$ cat config.mk
export PLATFORM = sky130hd
export DESIGN_NAME = lpdr_ring_cell
export DESIGN_NICKNAME = d
export VERILOG_FILES = /design/src/lpdr_pkg.sv /design/src/lpdr_ring_cell.sv
export SDC_FILE = /design/constraint.sdc
export NUM_CORES = 1
export LEC_CHECK = 0
export ABC_AREA = 1
export BUFFER_PORTS_ARGS = -buffer_cell sky130_fd_sc_hd__buf_2
export CAP_MARGIN = 20
export CORE_ASPECT_RATIO = 1.5
export CORE_MARGIN = 5
export CORE_UTILIZATION = 45
export DETAILED_ROUTE_END_ITERATION = 7
export PLACE_DENSITY_LB_ADDON = 0.08
export RECOVER_POWER = 50
export REMOVE_ABC_BUFFERS = 1
export SYNTH_ARGS = -nofsm -noshare
export SYNTH_HDL_FRONTEND = slang
export SYNTH_SLANG_ARGS = --single-unit
$ cat constraint.sdc
create_clock -name i_clk -period 15 [get_ports i_clk]
set_input_delay 0.75 -clock i_clk [delete_from_list [all_inputs] [get_ports i_clk]]
set_output_delay 0.75 -clock i_clk [all_outputs]
set_load 0.05 [all_outputs]
$ cat src/lpdr_pkg.sv
`timescale 1ns / 1ps
// lpdr_pkg: shared types and constants for the lidar point decimate and ring binner.
// No dependencies.
package lpdr_pkg;

    localparam int WIDTH_FIELDS  = 10;
    localparam int WIDTH_BITS    = 5;
    localparam int RING_CFG_BITS = WIDTH_FIELDS * WIDTH_BITS;
    localparam int RADIUS_M_BITS = 9;                       // up to 10 * 31 m
    localparam int RAD_SQ_BITS   = 2 * (RADIUS_M_BITS + 8); // squared radius, 1/65536 m^2
    localparam int RING_IDX_BITS = 4;
    localparam int KEEP_BITS     = 8;
    localparam int CFG_IDX_BITS  = 3;
    localparam int CFG_DATA_BITS = RING_CFG_BITS;

    localparam logic [CFG_IDX_BITS-1:0] CFG_KEEP_EVERY  = 3'd0;
    localparam logic [CFG_IDX_BITS-1:0] CFG_Z_LOW       = 3'd1;
    localparam logic [CFG_IDX_BITS-1:0] CFG_Z_HIGH      = 3'd2;
    localparam logic [CFG_IDX_BITS-1:0] CFG_RING_WIDTHS = 3'd3;
    localparam logic [CFG_IDX_BITS-1:0] CFG_RING_COUNT  = 3'd4;

    localparam logic [KEEP_BITS-1:0]     KEEP_EVERY_RST  = 8'd1;
    localparam int                       Z_LOW_RST       = -205;
    localparam int                       Z_HIGH_RST      = 512;
    localparam logic [RING_CFG_BITS-1:0] RING_WIDTHS_RST = 50'd108923695762530;
    localparam logic [RING_IDX_BITS-1:0] RING_COUNT_RST  = 4'd10;

    typedef struct packed {
        logic                     valid;
        logic                     kept;
        logic                     found;
        logic [RING_IDX_BITS-1:0] idx;
        logic                     frame_end;
        logic [RADIUS_M_BITS-1:0] inner_m;
        logic [RAD_SQ_BITS-1:0]   in_sq;
    } t_ring_ctl;

endpackage

$ cat src/lpdr_ring_cell.sv
`timescale 1ns / 1ps
// lpdr_ring_cell: one ring of the search chain; tests its shell and passes the beat on.
// Depends on lpdr_pkg.
module lpdr_ring_cell import lpdr_pkg::*; #(
    parameter int COORD_BITS = 17,
    parameter int D2_BITS    = 2 * COORD_BITS + 2,
    parameter int CELL_IDX   = 0
) (
    input  logic                         i_clk,
    input  logic                         i_rst_n,
    input  logic                         i_en,
    input  logic [WIDTH_BITS-1:0]        i_width,
    input  logic [RING_IDX_BITS-1:0]     i_ring_count,
    input  logic signed [COORD_BITS-1:0] i_x,
    input  logic signed [COORD_BITS-1:0] i_y,
    input  logic signed [COORD_BITS-1:0] i_z,
    input  logic [D2_BITS-1:0]           i_d2,
    input  t_ring_ctl                    i_ctl,
    output logic signed [COORD_BITS-1:0] o_x,
    output logic signed [COORD_BITS-1:0] o_y,
    output logic signed [COORD_BITS-1:0] o_z,
    output logic [D2_BITS-1:0]           o_d2,
    output t_ring_ctl                    o_ctl
);

    localparam int CMP_BITS = (D2_BITS > RAD_SQ_BITS) ? D2_BITS : RAD_SQ_BITS;

    logic [RADIUS_M_BITS-1:0]   outer_m;
    logic [2*RADIUS_M_BITS-1:0] outer_m_sq;
    logic [RAD_SQ_BITS-1:0]     out_sq;
    logic [CMP_BITS-1:0]        d2_ext;
    logic                       active;
    logic                       hit;
    t_ring_ctl                  n_ctl;

    t_ring_ctl                    r_ctl;
    logic signed [COORD_BITS-1:0] r_x, r_y, r_z;
    logic [D2_BITS-1:0]           r_d2;

    always_comb begin
        outer_m    = i_ctl.inner_m + RADIUS_M_BITS'(i_width);
        outer_m_sq = outer_m * outer_m;
        out_sq     = {outer_m_sq, 16'b0};
        d2_ext     = CMP_BITS'(i_d2);
        active     = RING_IDX_BITS'(CELL_IDX) < i_ring_count;
        hit        = i_ctl.kept && !i_ctl.found && active
                     && (d2_ext > CMP_BITS'(i_ctl.in_sq))
                     && (d2_ext <= CMP_BITS'(out_sq));
        n_ctl         = i_ctl;
        n_ctl.inner_m = outer_m;
        n_ctl.in_sq   = out_sq;
        if (hit) begin
            n_ctl.found = 1'b1;
            n_ctl.idx   = RING_IDX_BITS'(CELL_IDX);
        end
    end

    always_ff @(posedge i_clk) begin
        if (!i_rst_n) begin
            r_ctl <= '0;
        end else if (i_en) begin
            r_ctl <= n_ctl;
        end
    end

    always_ff @(posedge i_clk) begin
        if (i_en) begin
            r_x  <= i_x;
            r_y  <= i_y;
            r_z  <= i_z;
            r_d2 <= i_d2;
        end
    end

    assign o_x   = r_x;
    assign o_y   = r_y;
    assign o_z   = r_z;
    assign o_d2  = r_d2;
    assign o_ctl = r_ctl;

endmodule

* Word-level counts from Yosys, hierarchy flattened *
Index checks and enable logic that the tools add are counted.

storage, ports and cells
  register bits = 122
  bits of input ports = 150

cells by class
  $add $sub $neg = 1
  multiply operators = 1
  magnitude comparators = 3
  mux-type cells = 1
  reductions and logical operators = 5

operator list
  operator                                            count
  > comparator 36 x 34 -> 1 bit                       1
  less-or-equal comparator 36 x 34 -> 1 bit           1
  multiplier 9 x 9 -> 18 bit                          1
  adder 9 x 5 -> 9 bit                                1
  2-to-1 mux 5 bit                                    1
  logical AND 1 bit                                   4
  < comparator 1 x 4 -> 1 bit (first input constant)  1
  zero test 1 bit                                     1

* Logic depth before layout (Yosys ltp) *
  depth after elaboration = 6
  mapped depth = 38
  mapped depth without buffers = 38

* Worst setup path before layout *
No wires, ideal clock.

  kind = input to register
  start = in i_width[0]
  end = reg r_ctl, in the netlist o_ctl[44]
  library setup time = 0.117 ns
  arrival time = 6.193 ns
  data required time = 14.883 ns
  slack = 8.690 ns
  stages on the path = 34
  cells stage by stage = ha_1 > inv_1 > fa_1 > inv_1 > nand3_1 > nand2_2 > nand2_2 > a21oi_2 > or2_4 > nand2_4 > inv_6 > nand2_1 > fa_1 > fa_1 > inv_1 > fa_1 > inv_1 > fa_1 > inv_1 > ha_1 > a21oi_1 > nand2_1 > a21oi_2 > o21ai_1 > nand3_1 > nand2_2 > ha_1 > nand3_1 > nor3_1 > nand3_1 > nand2_1 > nand3_2 > nand2_1 > a21oi_1

RTL lines
  what                  RTL line              text
  from (decl)           lpdr_ring_cell.sv:12  input logic [WIDTH_BITS-1:0] i_width,
  to (signal assigned)  lpdr_ring_cell.sv:62  r_ctl <= n_ctl;
  to (decl)             lpdr_ring_cell.sv:36  t_ring_ctl r_ctl;

* Worst setup path after layout *
  start = in i_width[0]
  end = reg r_ctl, in the netlist o_ctl[45]

between the ends
  word-level cells in the longest chain between the ends = 5

RTL lines
  what                                       RTL line              text
  adder 9 x 5 -> 9 bit                       lpdr_ring_cell.sv:41  outer_m = i_ctl.inner_m + RADIUS_M_BITS'(i_width);
  multiplier 9 x 9 -> 18 bit                 lpdr_ring_cell.sv:42  outer_m_sq = outer_m * outer_m;
  less-or-equal comparator 36 x 34 -> 1 bit  lpdr_ring_cell.sv:48  && (d2_ext <= CMP_BITS'(out_sq));
  logical AND 1 bit                          lpdr_ring_cell.sv:48
  2-to-1 mux 5 bit                           lpdr_ring_cell.sv:52  if (hit) begin

No other way between the ends.
A chain may end at the register's enable or synchronous reset.

==> impl_results.md <==
* Status: complete, but fails checks
* Failing checks: capacitance limit, slew limit
* Largest net degree at the start of global routing at 89
* Std-Cell Rows at 58
* CP max-delay cell: fa_1
* Clk_skew at 0 ns
* Worst Max-Slew Pin Slew at 2.86 ns
* Root Buffer: clkbuf_16
* RSZ-0062 raised after global routing: false
* Top FF cell, synth: edfxtp_1
* Hold/Removal Path Class: flip-flop to flip-flop
* Cell Pwr Density at 222 nW/um^2
* Design area at 9760 sq um
* Total power at 0.00217 W
* Async set or reset register ratio after synthesis at 0
* Netlist cell types at 36
* IO Pins at 288
* Startpoint Class: input port
* Initial antenna violation count at 0
* Clock buffer depth at 2
* Final hold violation count at 0
* IO Port Bufs at 270
* Clk sinks at 120
* Peak VDD IR at 0.132 mV
* Routed via count at 6,348
* Setup bufs post-CTS at 0
* Number of vias per cell at 4.78
* Post-Synthesis Cells at 828
* Setup Crit Path Kind: input port to flip-flop
* Fillers at 1,599
* Core Region at 16,800 sq um
* YS warnings at 0
* Die Span X at 117 microns
* Post-CTS Resized at 0
* Die area at 20,000 sq um
* Final hold slack at 0.475 ns
* Number of global-route vias before repair at 6,468
* Synth top cells by count: inv_1 (155), nand2_1 (139), ha_1 (88), edfxtp_1 (87), nor2_1 (76)
* Largest fanout on the critical path at 8
* CP most frequent cell: inv_1
* WP data required at 15.30 ns
* Crit path time final at 6.50 ns
* Hold buffers post-CTS at 0
* CTS HTree Levels at 4
* Final Max Tran Viols at 60
* Final period util at 0.433
* Layout cell share with drive strength beyond 1 at 0.221
* Drt drc at 0
* Placed instance area at 9260 sq um
* Critical Path Sink Type: flip-flop
* Chip Height at 171 microns
* GPL Wtd Cong at 0.870
* Count leader, synth: inv_1
* Top post-synthesis cells by area: edfxtp_1 (34%), ha_1 (14%), fa_1 (9.0%)
* Final ANT Viol Nets at 0
* First-pass iteration count of the detailed router at 8
* Fin util at 0.579
* Num CTS Buffers at 17
* # setup viols final at 0
* Crit-path max cell delay at 0.54 ns
* Global-route wire length before repair at 31,900 microns
* Synthesized area at 7750 sq um
* Sequential share of the synthesized area at 0.422
* Final net count at 1,378
* Initial DRC Count at 324
* Clock slew at reported path FFs at 0.06 ns
* P_leak at 4.93 nW
* Worst relative slew slack at -0.906
* Fin Setup TNS at 0 ns
* Post-detail-place hpwl at 17,200 microns
* Arr. time, crit path at 6.80 ns
* Synth Register Bits at 120
* Remaining Overflow, GRT at 0
* Clk_lat worst skew at 0.42 ns
* Antenna cell count at 0
* Post-DR wirelength/cell at 15.7 microns
* Total GRT Usage at 0.206
* Post-Route WL at 20,800 microns
* P&R area growth vs syn at 25.9%
* Initial Util at 0.460
* Area leader, netlist: edfxtp_1
* Synth top area share at 0.337
* Post-synth EDFFs at 87
* Max Freq at 0.154 GHz
* CTS tree: yes
* Max Cap Viol at 1
* Mean post-synth cell area at 9.36 sq um
power breakdown:
part / internal (W) / total (W) / switching [W]
registers: 0.000395 / 0.000407 / 0.0000115
clock network: 0.000252 / 0.000423 / 0.000171
logic: 0.000469 / 0.00134 / 0.000870
total: 0.00112 / 0.00217 / 0.00105
worst paths after layout:
check | startpoint | end | slack (ns) | depth (start not counted)
setup / recovery | i_width[0] | o_ctl[45] | 8.50 | 34
hold / removal | o_ctl[47] | o_ctl[47] | 0.48 | 2
setup reg to reg | o_ctl[34] | o_ctl[34] | 14.23 | 2
hold reg to reg | o_ctl[47] | o_ctl[47] | 0.48 | 2
placed cells by master, fill, tap and decap left out, drive strengths merged, types with 17 or more instances in the layout:
master  instances
clkbuf        102
dfxtp          33
o21ai          27
fa             35
ha             88
buf           186
nand3          30
nand2         147
a21oi          56
inv           172
nor2           79
conb           17
edfxtp         87
metrics by stage:
step                cells  worst slack (ns)
detailed placement   1296              8.07
finish               1328              8.50
global route         1328              7.99
floorplan             815              8.69
CTS                  1328              8.51
global placement     1296              8.12
registers in the layout, summed over array words and instances, names as in the netlist:
register and count:
o_ctl 33, o_d2 36, o_x 17, o_y 17
o_z 17
cells by family after synthesis:
| family | synth area share |
|---|---|
| simple gates | 0.149 |
| buf+inv | 0.103 |
| fa+ha+maj | 0.232 |
| flops | 0.422 |
| compound gates | 0.0715 |
| xor+xnor | 0.0213 |
| other cells | 0.000484 |
per-layer routing:
metal	GRT usage	part of all wire	wire length (microns)
met3	0.0400	0.064	1340
met4	0.0684	0.026	542
met1	0.207	0.34	7140
met2	0.409	0.57	11800
met5	0	0	0
layout make-up:
| type | instances | area, sq um | area share |
|---|---|---|---|
| multi-input combinational | 530 | 3740 | 0.383 |
| sequential | 120 | 3270 | 0.336 |
| timing repair buffer | 271 | 1250 | 0.128 |
| inverter | 165 | 624 | 0.0640 |
| clock buffer | 17 | 425 | 0.0436 |
| tap | 210 | 263 | 0.0269 |
| clock inverter | 15 | 180 | 0.0185 |
critical path, delay by kind of cell:
family	cells	cell delay (ns)
simple gates	11	1.25
compound gates	5	0.67
xor+xnor	1	0.29
buf+inv	9	0.64
fa+ha+maj	8	3.18
(Power assumes the default switching activity.)
