--- src/lpdr_pkg.sv ---
`timescale 1ns / 1ps
// lpdr_pkg: shared types and constants for the lidar point decimate and ring binner.
// No dependencies.
package lpdr_pkg;

    localparam int WIDTH_FIELDS  = 10;
    localparam int WIDTH_BITS    = 5;
    localparam int RING_CFG_BITS = WIDTH_FIELDS * WIDTH_BITS;
    localparam int RADIUS_M_BITS = 9;                       // up to 10 * 31 m
    localparam int RAD_SQ_BITS   = 2 * (RADIUS_M_BITS + 8); // squared radius, 1/65536 m^2
    localparam int RING_IDX_BITS = 4;
    localparam int KEEP_BITS     = 8;
    localparam int CFG_IDX_BITS  = 3;
    localparam int CFG_DATA_BITS = RING_CFG_BITS;

    localparam logic [CFG_IDX_BITS-1:0] CFG_KEEP_EVERY  = 3'd0;
    localparam logic [CFG_IDX_BITS-1:0] CFG_Z_LOW       = 3'd1;
    localparam logic [CFG_IDX_BITS-1:0] CFG_Z_HIGH      = 3'd2;
    localparam logic [CFG_IDX_BITS-1:0] CFG_RING_WIDTHS = 3'd3;
    localparam logic [CFG_IDX_BITS-1:0] CFG_RING_COUNT  = 3'd4;

    localparam logic [KEEP_BITS-1:0]     KEEP_EVERY_RST  = 8'd1;
    localparam int                       Z_LOW_RST       = -205;
    localparam int                       Z_HIGH_RST      = 512;
    localparam logic [RING_CFG_BITS-1:0] RING_WIDTHS_RST = 50'd108923695762530;
    localparam logic [RING_IDX_BITS-1:0] RING_COUNT_RST  = 4'd10;

    typedef struct packed {
        logic                     valid;
        logic                     kept;
        logic                     found;
        logic [RING_IDX_BITS-1:0] idx;
        logic                     frame_end;
        logic [RADIUS_M_BITS-1:0] inner_m;
        logic [RAD_SQ_BITS-1:0]   in_sq;
    } t_ring_ctl;

endpackage

--- src/lpdr_front.sv ---
`timescale 1ns / 1ps
// lpdr_front: decimation counter, height window and squared range (three stages).
// Depends on lpdr_pkg.
module lpdr_front import lpdr_pkg::*; #(
    parameter int COORD_BITS = 17,
    parameter int D2_BITS    = 2 * COORD_BITS + 2
) (
    input  logic                         i_clk,
    input  logic                         i_rst_n,
    input  logic                         i_en,
    input  logic                         i_valid,
    input  logic signed [COORD_BITS-1:0] i_pos_x,
    input  logic signed [COORD_BITS-1:0] i_pos_y,
    input  logic signed [COORD_BITS-1:0] i_pos_z,
    input  logic                         i_frame_end,
    input  logic [KEEP_BITS-1:0]         i_keep_every,
    input  logic signed [COORD_BITS-1:0] i_z_low,
    input  logic signed [COORD_BITS-1:0] i_z_high,
    output logic signed [COORD_BITS-1:0] o_x,
    output logic signed [COORD_BITS-1:0] o_y,
    output logic signed [COORD_BITS-1:0] o_z,
    output logic [D2_BITS-1:0]           o_d2,
    output t_ring_ctl                    o_ctl
);

    logic [KEEP_BITS-1:0]   r_fpos;
    logic [KEEP_BITS:0]     n_fpos_inc;
    logic [KEEP_BITS:0]     n_factor;
    logic [KEEP_BITS-1:0]   n_fpos;
    logic                   n_kept;
    logic [COORD_BITS-1:0]  n_ax, n_ay, n_az;
    logic                   accept;

    // stage 1
    logic                         r_v1, r_k1, r_fe1;
    logic signed [COORD_BITS-1:0] r_x1, r_y1, r_z1;
    logic [COORD_BITS-1:0]        r_ax, r_ay, r_az;
    // stage 2
    logic                         r_v2, r_k2, r_fe2;
    logic signed [COORD_BITS-1:0] r_x2, r_y2, r_z2;
    logic [2*COORD_BITS-1:0]      r_sx, r_sy, r_sz;
    // stage 3
    logic                         r_v3, r_k3, r_fe3;
    logic signed [COORD_BITS-1:0] r_x3, r_y3, r_z3;
    logic [D2_BITS-1:0]           r_d2;

    assign accept = i_valid && i_en;

    always_comb begin
        n_fpos_inc = {1'b0, r_fpos} + 1'b1;
        n_factor   = (i_keep_every == '0) ? (KEEP_BITS+1)'(1) : {1'b0, i_keep_every};
        n_fpos     = (n_fpos_inc >= n_factor || i_frame_end) ? '0 : n_fpos_inc[KEEP_BITS-1:0];
        n_kept     = (r_fpos == '0) && (i_pos_z >= i_z_low) && (i_pos_z <= i_z_high);
        n_ax       = i_pos_x[COORD_BITS-1] ? (~i_pos_x + 1'b1) : i_pos_x;
        n_ay       = i_pos_y[COORD_BITS-1] ? (~i_pos_y + 1'b1) : i_pos_y;
        n_az       = i_pos_z[COORD_BITS-1] ? (~i_pos_z + 1'b1) : i_pos_z;
    end

    always_ff @(posedge i_clk) begin
        if (!i_rst_n) begin
            r_fpos <= '0;
            r_v1   <= 1'b0;
            r_v2   <= 1'b0;
            r_v3   <= 1'b0;
        end else begin
            if (accept) begin
                r_fpos <= n_fpos;
            end
            if (i_en) begin
                r_v1 <= i_valid;
                r_v2 <= r_v1;
                r_v3 <= r_v2;
            end
        end
    end

    always_ff @(posedge i_clk) begin
        if (i_en) begin
            r_k1  <= n_kept;
            r_fe1 <= i_frame_end;
            r_x1  <= i_pos_x;
            r_y1  <= i_pos_y;
            r_z1  <= i_pos_z;
            r_ax  <= n_ax;
            r_ay  <= n_ay;
            r_az  <= n_az;

            r_k2  <= r_k1;
            r_fe2 <= r_fe1;
            r_x2  <= r_x1;
            r_y2  <= r_y1;
            r_z2  <= r_z1;
            r_sx  <= r_ax * r_ax;
            r_sy  <= r_ay * r_ay;
            r_sz  <= r_az * r_az;

            r_k3  <= r_k2;
            r_fe3 <= r_fe2;
            r_x3  <= r_x2;
            r_y3  <= r_y2;
            r_z3  <= r_z2;
            r_d2  <= D2_BITS'(r_sx) + D2_BITS'(r_sy) + D2_BITS'(r_sz);
        end
    end

    always_comb begin
        o_x             = r_x3;
        o_y             = r_y3;
        o_z             = r_z3;
        o_d2            = r_d2;
        o_ctl.valid     = r_v3;
        o_ctl.kept      = r_k3;
        o_ctl.found     = 1'b0;
        o_ctl.idx       = '0;
        o_ctl.frame_end = r_fe3;
        o_ctl.inner_m   = '0;
        o_ctl.in_sq     = '0;
    end

endmodule

--- config.mk ---
export PLATFORM = sky130hd
export DESIGN_NAME = lpdr_front
export DESIGN_NICKNAME = d
export VERILOG_FILES = /design/src/lpdr_pkg.sv /design/src/lpdr_front.sv
export SDC_FILE = /design/constraint.sdc
export NUM_CORES = 2
export LEC_CHECK = 0
export ABC_AREA = 1
export BUFFER_PORTS_ARGS = -buffer_cell sky130_fd_sc_hd__buf_2
export CAP_MARGIN = 20
export CORE_MARGIN = 8
export CORE_UTILIZATION = 65
export DETAILED_ROUTE_END_ITERATION = 10
export PLACE_DENSITY = 0.85
export SLEW_MARGIN = 20
export SYNTH_ARGS = -nofsm -noshare
export SYNTH_HDL_FRONTEND = slang
export SYNTH_SLANG_ARGS = --single-unit
--- constraint.sdc ---
create_clock -name i_clk -period 16.8 [get_ports i_clk]
set_input_delay 0 -clock i_clk [delete_from_list [all_inputs] [get_ports i_clk]]
set_output_delay 0 -clock i_clk [all_outputs]
set_load 0.01 [all_outputs]
# Yosys cells after proc, flatten, opt, wreduce, memory -nomap -nowiden
# Index checks and enable logic that the tools add are counted.
[totals]
output_inout_bits = 138
inputBits = 98
wordCells = 55
reg_bits = 359
[op_classes]
order_cmp = 3
addsub = 6
n_bitwise = 3
reduce_logical = 6
multipliers = 3
mux = 5
[op_table]
columns = ["op", "n"]
rows = [
  ["17-bit by 17-bit multiplier with 34-bit output", 3],
  ["17-bit by 1-bit adder with 17-bit output, second input constant", 3],
  ["17-bit NOT", 3],
  ["16-bit two-way mux", 3],
  ["35-bit by 34-bit adder with 36-bit output", 1],
  ["34-bit by 34-bit adder with 35-bit output", 1],
  ["17-bit greater-or-equal comparator", 1],
  ["17-bit less-or-equal comparator", 1],
  ["8-bit logical NOT", 2],
  ["8-bit two-way mux", 2],
  ["8-bit by 1-bit adder with 9-bit output, second input constant", 1],
  ["9-bit by 8-bit greater-or-equal comparator with 1-bit output", 1],
  ["1-bit logical AND", 3],
  ["1-bit logical OR", 1],
]

# Logic depth before layout (Yosys ltp)
[logic_depth]
ltp_word = 5
mapped_depth = 27
ltp_nobuf = 25

# Worst setup path after synthesis
# Ideal clock, no wire load.
[synth_path]
kind = "flip-flop to flip-flop"
start = "reg r_ax[14]"
end = "reg r_sx[31], data pin"
setup_time_ns = 0.252
path_slack_ns = 11.315
period_less_slack_ns = 5.485
path_buffers = 2
arrival_ns = 5.233
required_ns = 16.548
stages_incl_launch_ff = 22
cell_sequence = "edfxtp_1 -> clkbuf_1 -> clkbuf_1 -> nand2_1 -> fa_1 -> fa_1 -> inv_1 -> fa_1 -> fa_1 -> fa_1 -> inv_1 -> fa_1 -> inv_1 -> ha_1 -> a21oi_1 -> o21ai_0 -> a21oi_1 -> nor2_1 -> nor2_1 -> nand2_1 -> nand2_1 -> nand2_1"
[synth_between]
elab_chain_cells = 1
[synth_rtl]
columns = ["item", "line_no", "source"]
rows = [
  ["start, declared", "lpdr_front.sv:37", "logic [COORD_BITS-1:0] r_ax, r_ay, r_az;"],
  ["start signal, assigned", "lpdr_front.sv:84", "r_ax <= n_ax;"],
  ["17-bit by 17-bit multiplier with 34-bit output", "lpdr_front.sv:93", "r_sx <= r_ax * r_ax;"],
  ["end signal, assigned", "lpdr_front.sv:93", ""],
  ["end, declared", "lpdr_front.sv:41", "logic [2*COORD_BITS-1:0] r_sx, r_sy, r_sz;"],
]
# Every way passes these cells.
# A chain may end at the register's enable or synchronous reset.

# Worst setup path after layout
[layout_path]
start = "reg r_ay[8]"
end = "reg r_sy[21], data pin"
[layout_between]
elab_chain_cells = 1
[layout_rtl]
columns = ["item", "line_no", "source"]
rows = [
  ["start, declared", "lpdr_front.sv:37", ""],
  ["start signal, assigned", "lpdr_front.sv:85", "r_ay <= n_ay;"],
  ["17-bit by 17-bit multiplier with 34-bit output", "lpdr_front.sv:94", "r_sy <= r_ay * r_ay;"],
  ["end signal, assigned", "lpdr_front.sv:94", ""],
  ["end, declared", "lpdr_front.sv:41", ""],
]
# Every way passes these cells.

==> summary.md <==
| Metric | Value |
|---|---|
| Clk sink count | `350` |
| Main combinational cell family by area after synthesis | `adder cells` |
| #FFs+latches synth | `350` |
| Number of synthesized flops with an enable pin | `339` |
| Skew final | `between 20 and 30 ps` |
| Layout Nets | `about 6000` |
| Vias in the first global route | `~33000` |
| # IOs | `between 200 and 250` |
| Hpwl dp | `about 77000 microns` |
| Pin count of the biggest net entering global routing | `86` |
| CP most frequent cell | `fa_1` |
| Proportion of synthesized area in mux cells | `0%` |
| Required time of the critical path | `approximately 17000 ps` |
| Final Util | `70.33%` |
| PortBufs | `187` |
| Routability cong. | `between 0.9 and 1` |
| Synth Area in Compound Gates | `4.623%` |
| Slew HR | `between 20 and 30%` |
| Drt first pass iters | `6` |
| Largest cells by area after synthesis | `fa_1 29%, edfxtp_1 24%, ha_1 12%` |
| Setup violators final | `0` |
| Cells after DPL | `between 5000 and 6000` |
| Area grow syn2layout | `7.631%` |
| Clk buf depth | `3` |
| Reg2reg end | `r_sy[21]` |
| Row cnt | `93` |
| Met1 wire length | `37170 microns` |
| Initial DRC count | `around 2700` |
| Initial antenna violation count | `2` |
| Flop-to-flop setup slack | `10760 ps` |
| Fin Setup TNS | `0 ps` |
| CTS tree | `built` |
| Critical Path End | `r_sy[21]` |
| Synth Area in Simple Gates | `a little over an eighth` |
| Worst Setup Path Type | `register to register` |
| Synth unique cells | `47` |
| Post-synth top area share | `28.96%` |
| Syn_area_per_cell | `just over 9 sq um` |
| Met3 routed wirelength | `between 7000 and 8000 microns` |
| XOR/XNOR Fraction of Synth Area | `between 3 and 4%` |
| CP cell instances | `nand2_1 -> fa_1 -> inv_1 -> fa_1 -> inv_1 -> fa_1 -> inv_1 -> fa_1 -> fa_1 -> inv_1 -> fa_1 -> inv_1 -> ha_1 -> nand2_1 -> nor2_1 -> and2_1 -> nand4_1 -> nand3_1 -> xor2_1` |
| Hold Path Class | `input port to register` |
| CTS Buf Count | `38` |
| Root Buffer | `clkbuf_16` |
| Initial Util | `between 60% and 70%` |
| Synth area leader | `fa_1` |
| RSZ-0062 raised after global routing | `no` |
| Critical Path Source | `r_ay[8]` |
| DIE AREA | `~73000 sq um` |
| Max H-tree Level | `2` |
| Post-synthesis adder-cell area fraction | `40.99%` |
| Min cycle time layout | `~6000 ps` |
| Mapped Area | `41900 sq um` |
| GR Util All Layers | `between 20% and 30%` |
| Clock-pin slew on the worst setup and hold paths | `60 ps` |
| Pins over their slew limit | `0` |
| RR Startpoint | `r_ay[8]` |
| Slew @ Worst Pin | `around 1100 ps` |
| Fmax | `roughly 0.17 GHz` |
| Sequential area share after synthesis | `24.82%` |
| Worst path top cell family by delay | `adder cells` |
| Final Hold Fails | `0` |
| Commonest non-fill, non-tap cell in the layout | `inv_1` |
| Finished Layout Cells | `around 5700` |
| Via-to-Cell Ratio | `between 5 and 6` |
| Fraction of layout cells with a size suffix above 1 | `approximately 6.7%` |
| WL final | `about 96000 microns` |
| Hold Startpoint | `i_keep_every[7]` |
| # DRC | `0` |
| CP Max Fanout | `17` |
| Die width | `~270 microns` |
| Vias post-DR | `30710` |
| Met2 WL post-DR | `47520 microns` |
| Worst skew pair latency | `between 500 and 600 ps` |
| Final Cycle Share | `35.97%` |
| Cells after Synth | `4604` |
| Yosys warns | `0` |
| Placed cell areas | `between 40000 and 50000 sq um` |
| CP arrival | `about 6400 ps` |
| CP Buf/Inv Count | `5` |
| Finished Cell Area | `approximately 45000 sq um` |
| Status | `finished, final reports clean` |
| CP Launch Type | `register` |
| Crit-path slowest cell | `edfxtp_1` |
| Post-CTS Setup Bufs | `0` |
| Async SR Flop Fraction | `0%` |
| Remaining Overflow, GRT | `0` |
| CP endpoint kind | `register` |
| Top FF cell, synth | `edfxtp_1` |
| Core area | `64120 sq um` |
| Max-Cap Viols | `0` |
| Most frequent cells in the layout | `1208 x inv_1, 914 x nand2_1, 606 x fa_1, 403 x ha_1, 339 x edfxtp_1` |
| First-pass GRT wire length | `160000 microns` |
| Post-route ant nets | `0` |
| Die Height | `between 200 and 300 microns` |
| R2R cell count | `19` |
| Peak per-stage delay on the critical path | `840 ps` |
| WL per Instance | `between 15 and 20 microns` |
| Worst path depth | `19` |
| Highest Signal Layer | `met4` |
[tightest hold or removal path, delay by kind of cell]
kind            cells  cell delay (ps)
buf+inv             2              170
compound gates      1               60
fa+ha+maj           1              170
simple gates        2              170
[final cells by class]
type | instances | area, sq um
timing repair buffer | 246 | 1526
sequential | 350 | 10400
clock buffer | 43 | 969.7
fill | 4587 | 19020
inverter | 1209 | 4538
clock inverter | 23 | 249.0
antenna | 2 | 5.005
tap | 855 | 1070
multi-input combinational | 2931 | 26330
[Yosys cell counts, drive strengths merged (7+ instances only)]
library cell  instances
a21o                 18
a21oi               185
buf                  55
clkbuf              109
dfxtp                11
edfxtp              339
fa                  606
ha                  403
inv                1209
nand2               936
nand3               100
nand3b               11
nand4                29
nor2                237
nor3                 43
o21a                 10
o21ai                93
o21bai               22
or2                   7
xnor2                47
xor2                110
[layer usage]
layer | vias to the layer above | GRT usage [%]
met5 | - | 0
li1 | 14140 | -
met1 | 14920 | 33.50
met3 | 307 | 4.063
met4 | 0 | 11.32
met2 | 1335 | 46.14
[worst min-delay path by stage]
stage | cells after the start | end | slack [ps]
floorplan | 0 | r_fe1 | 100
global placement | 1 | r_x1[1] | 190
detailed placement | 1 | r_x1[6] | 200
CTS | 6 | r_fpos[0] | 40
global route | 6 | r_fpos[7] | 100
finish | 6 | r_fpos[0] | 60
[timing repair]
item,4_1_cts,5_1_grt
hold buffers,55,0
gates resized for setup,0,0
endpoints found under the hold margin,178,0
[flip-flops by register name, indices dropped and copies added, names as in the netlist, 32 cells and up]
signal  flops
r_sx       32
o_d2       36
r_sy       32
r_sz       32
[metrics by stage]
stage,hold WS (ps),worst slack (ps)
floorplan,98.87,11320
global placement,192.7,10850
detailed placement,200.1,10790
CTS,35.33,10760
global route,98.63,10380
finish,58.75,10760
[cells by family (layout without fill, tap and decap cells)]
group	count (synthesis)	count (layout)
AO/OA/AOI/OAI	341	341
buffers and inverters	1373	1521
XOR/XNOR	157	157
adder cells (fa/ha/maj)	1009	1009
other	1	53
AND/OR/NAND/NOR	1373	1373
flip-flops	350	350
Power is not shown: default switching activity piles up to over one toggle a cycle in this logic, so the estimate is an artifact.
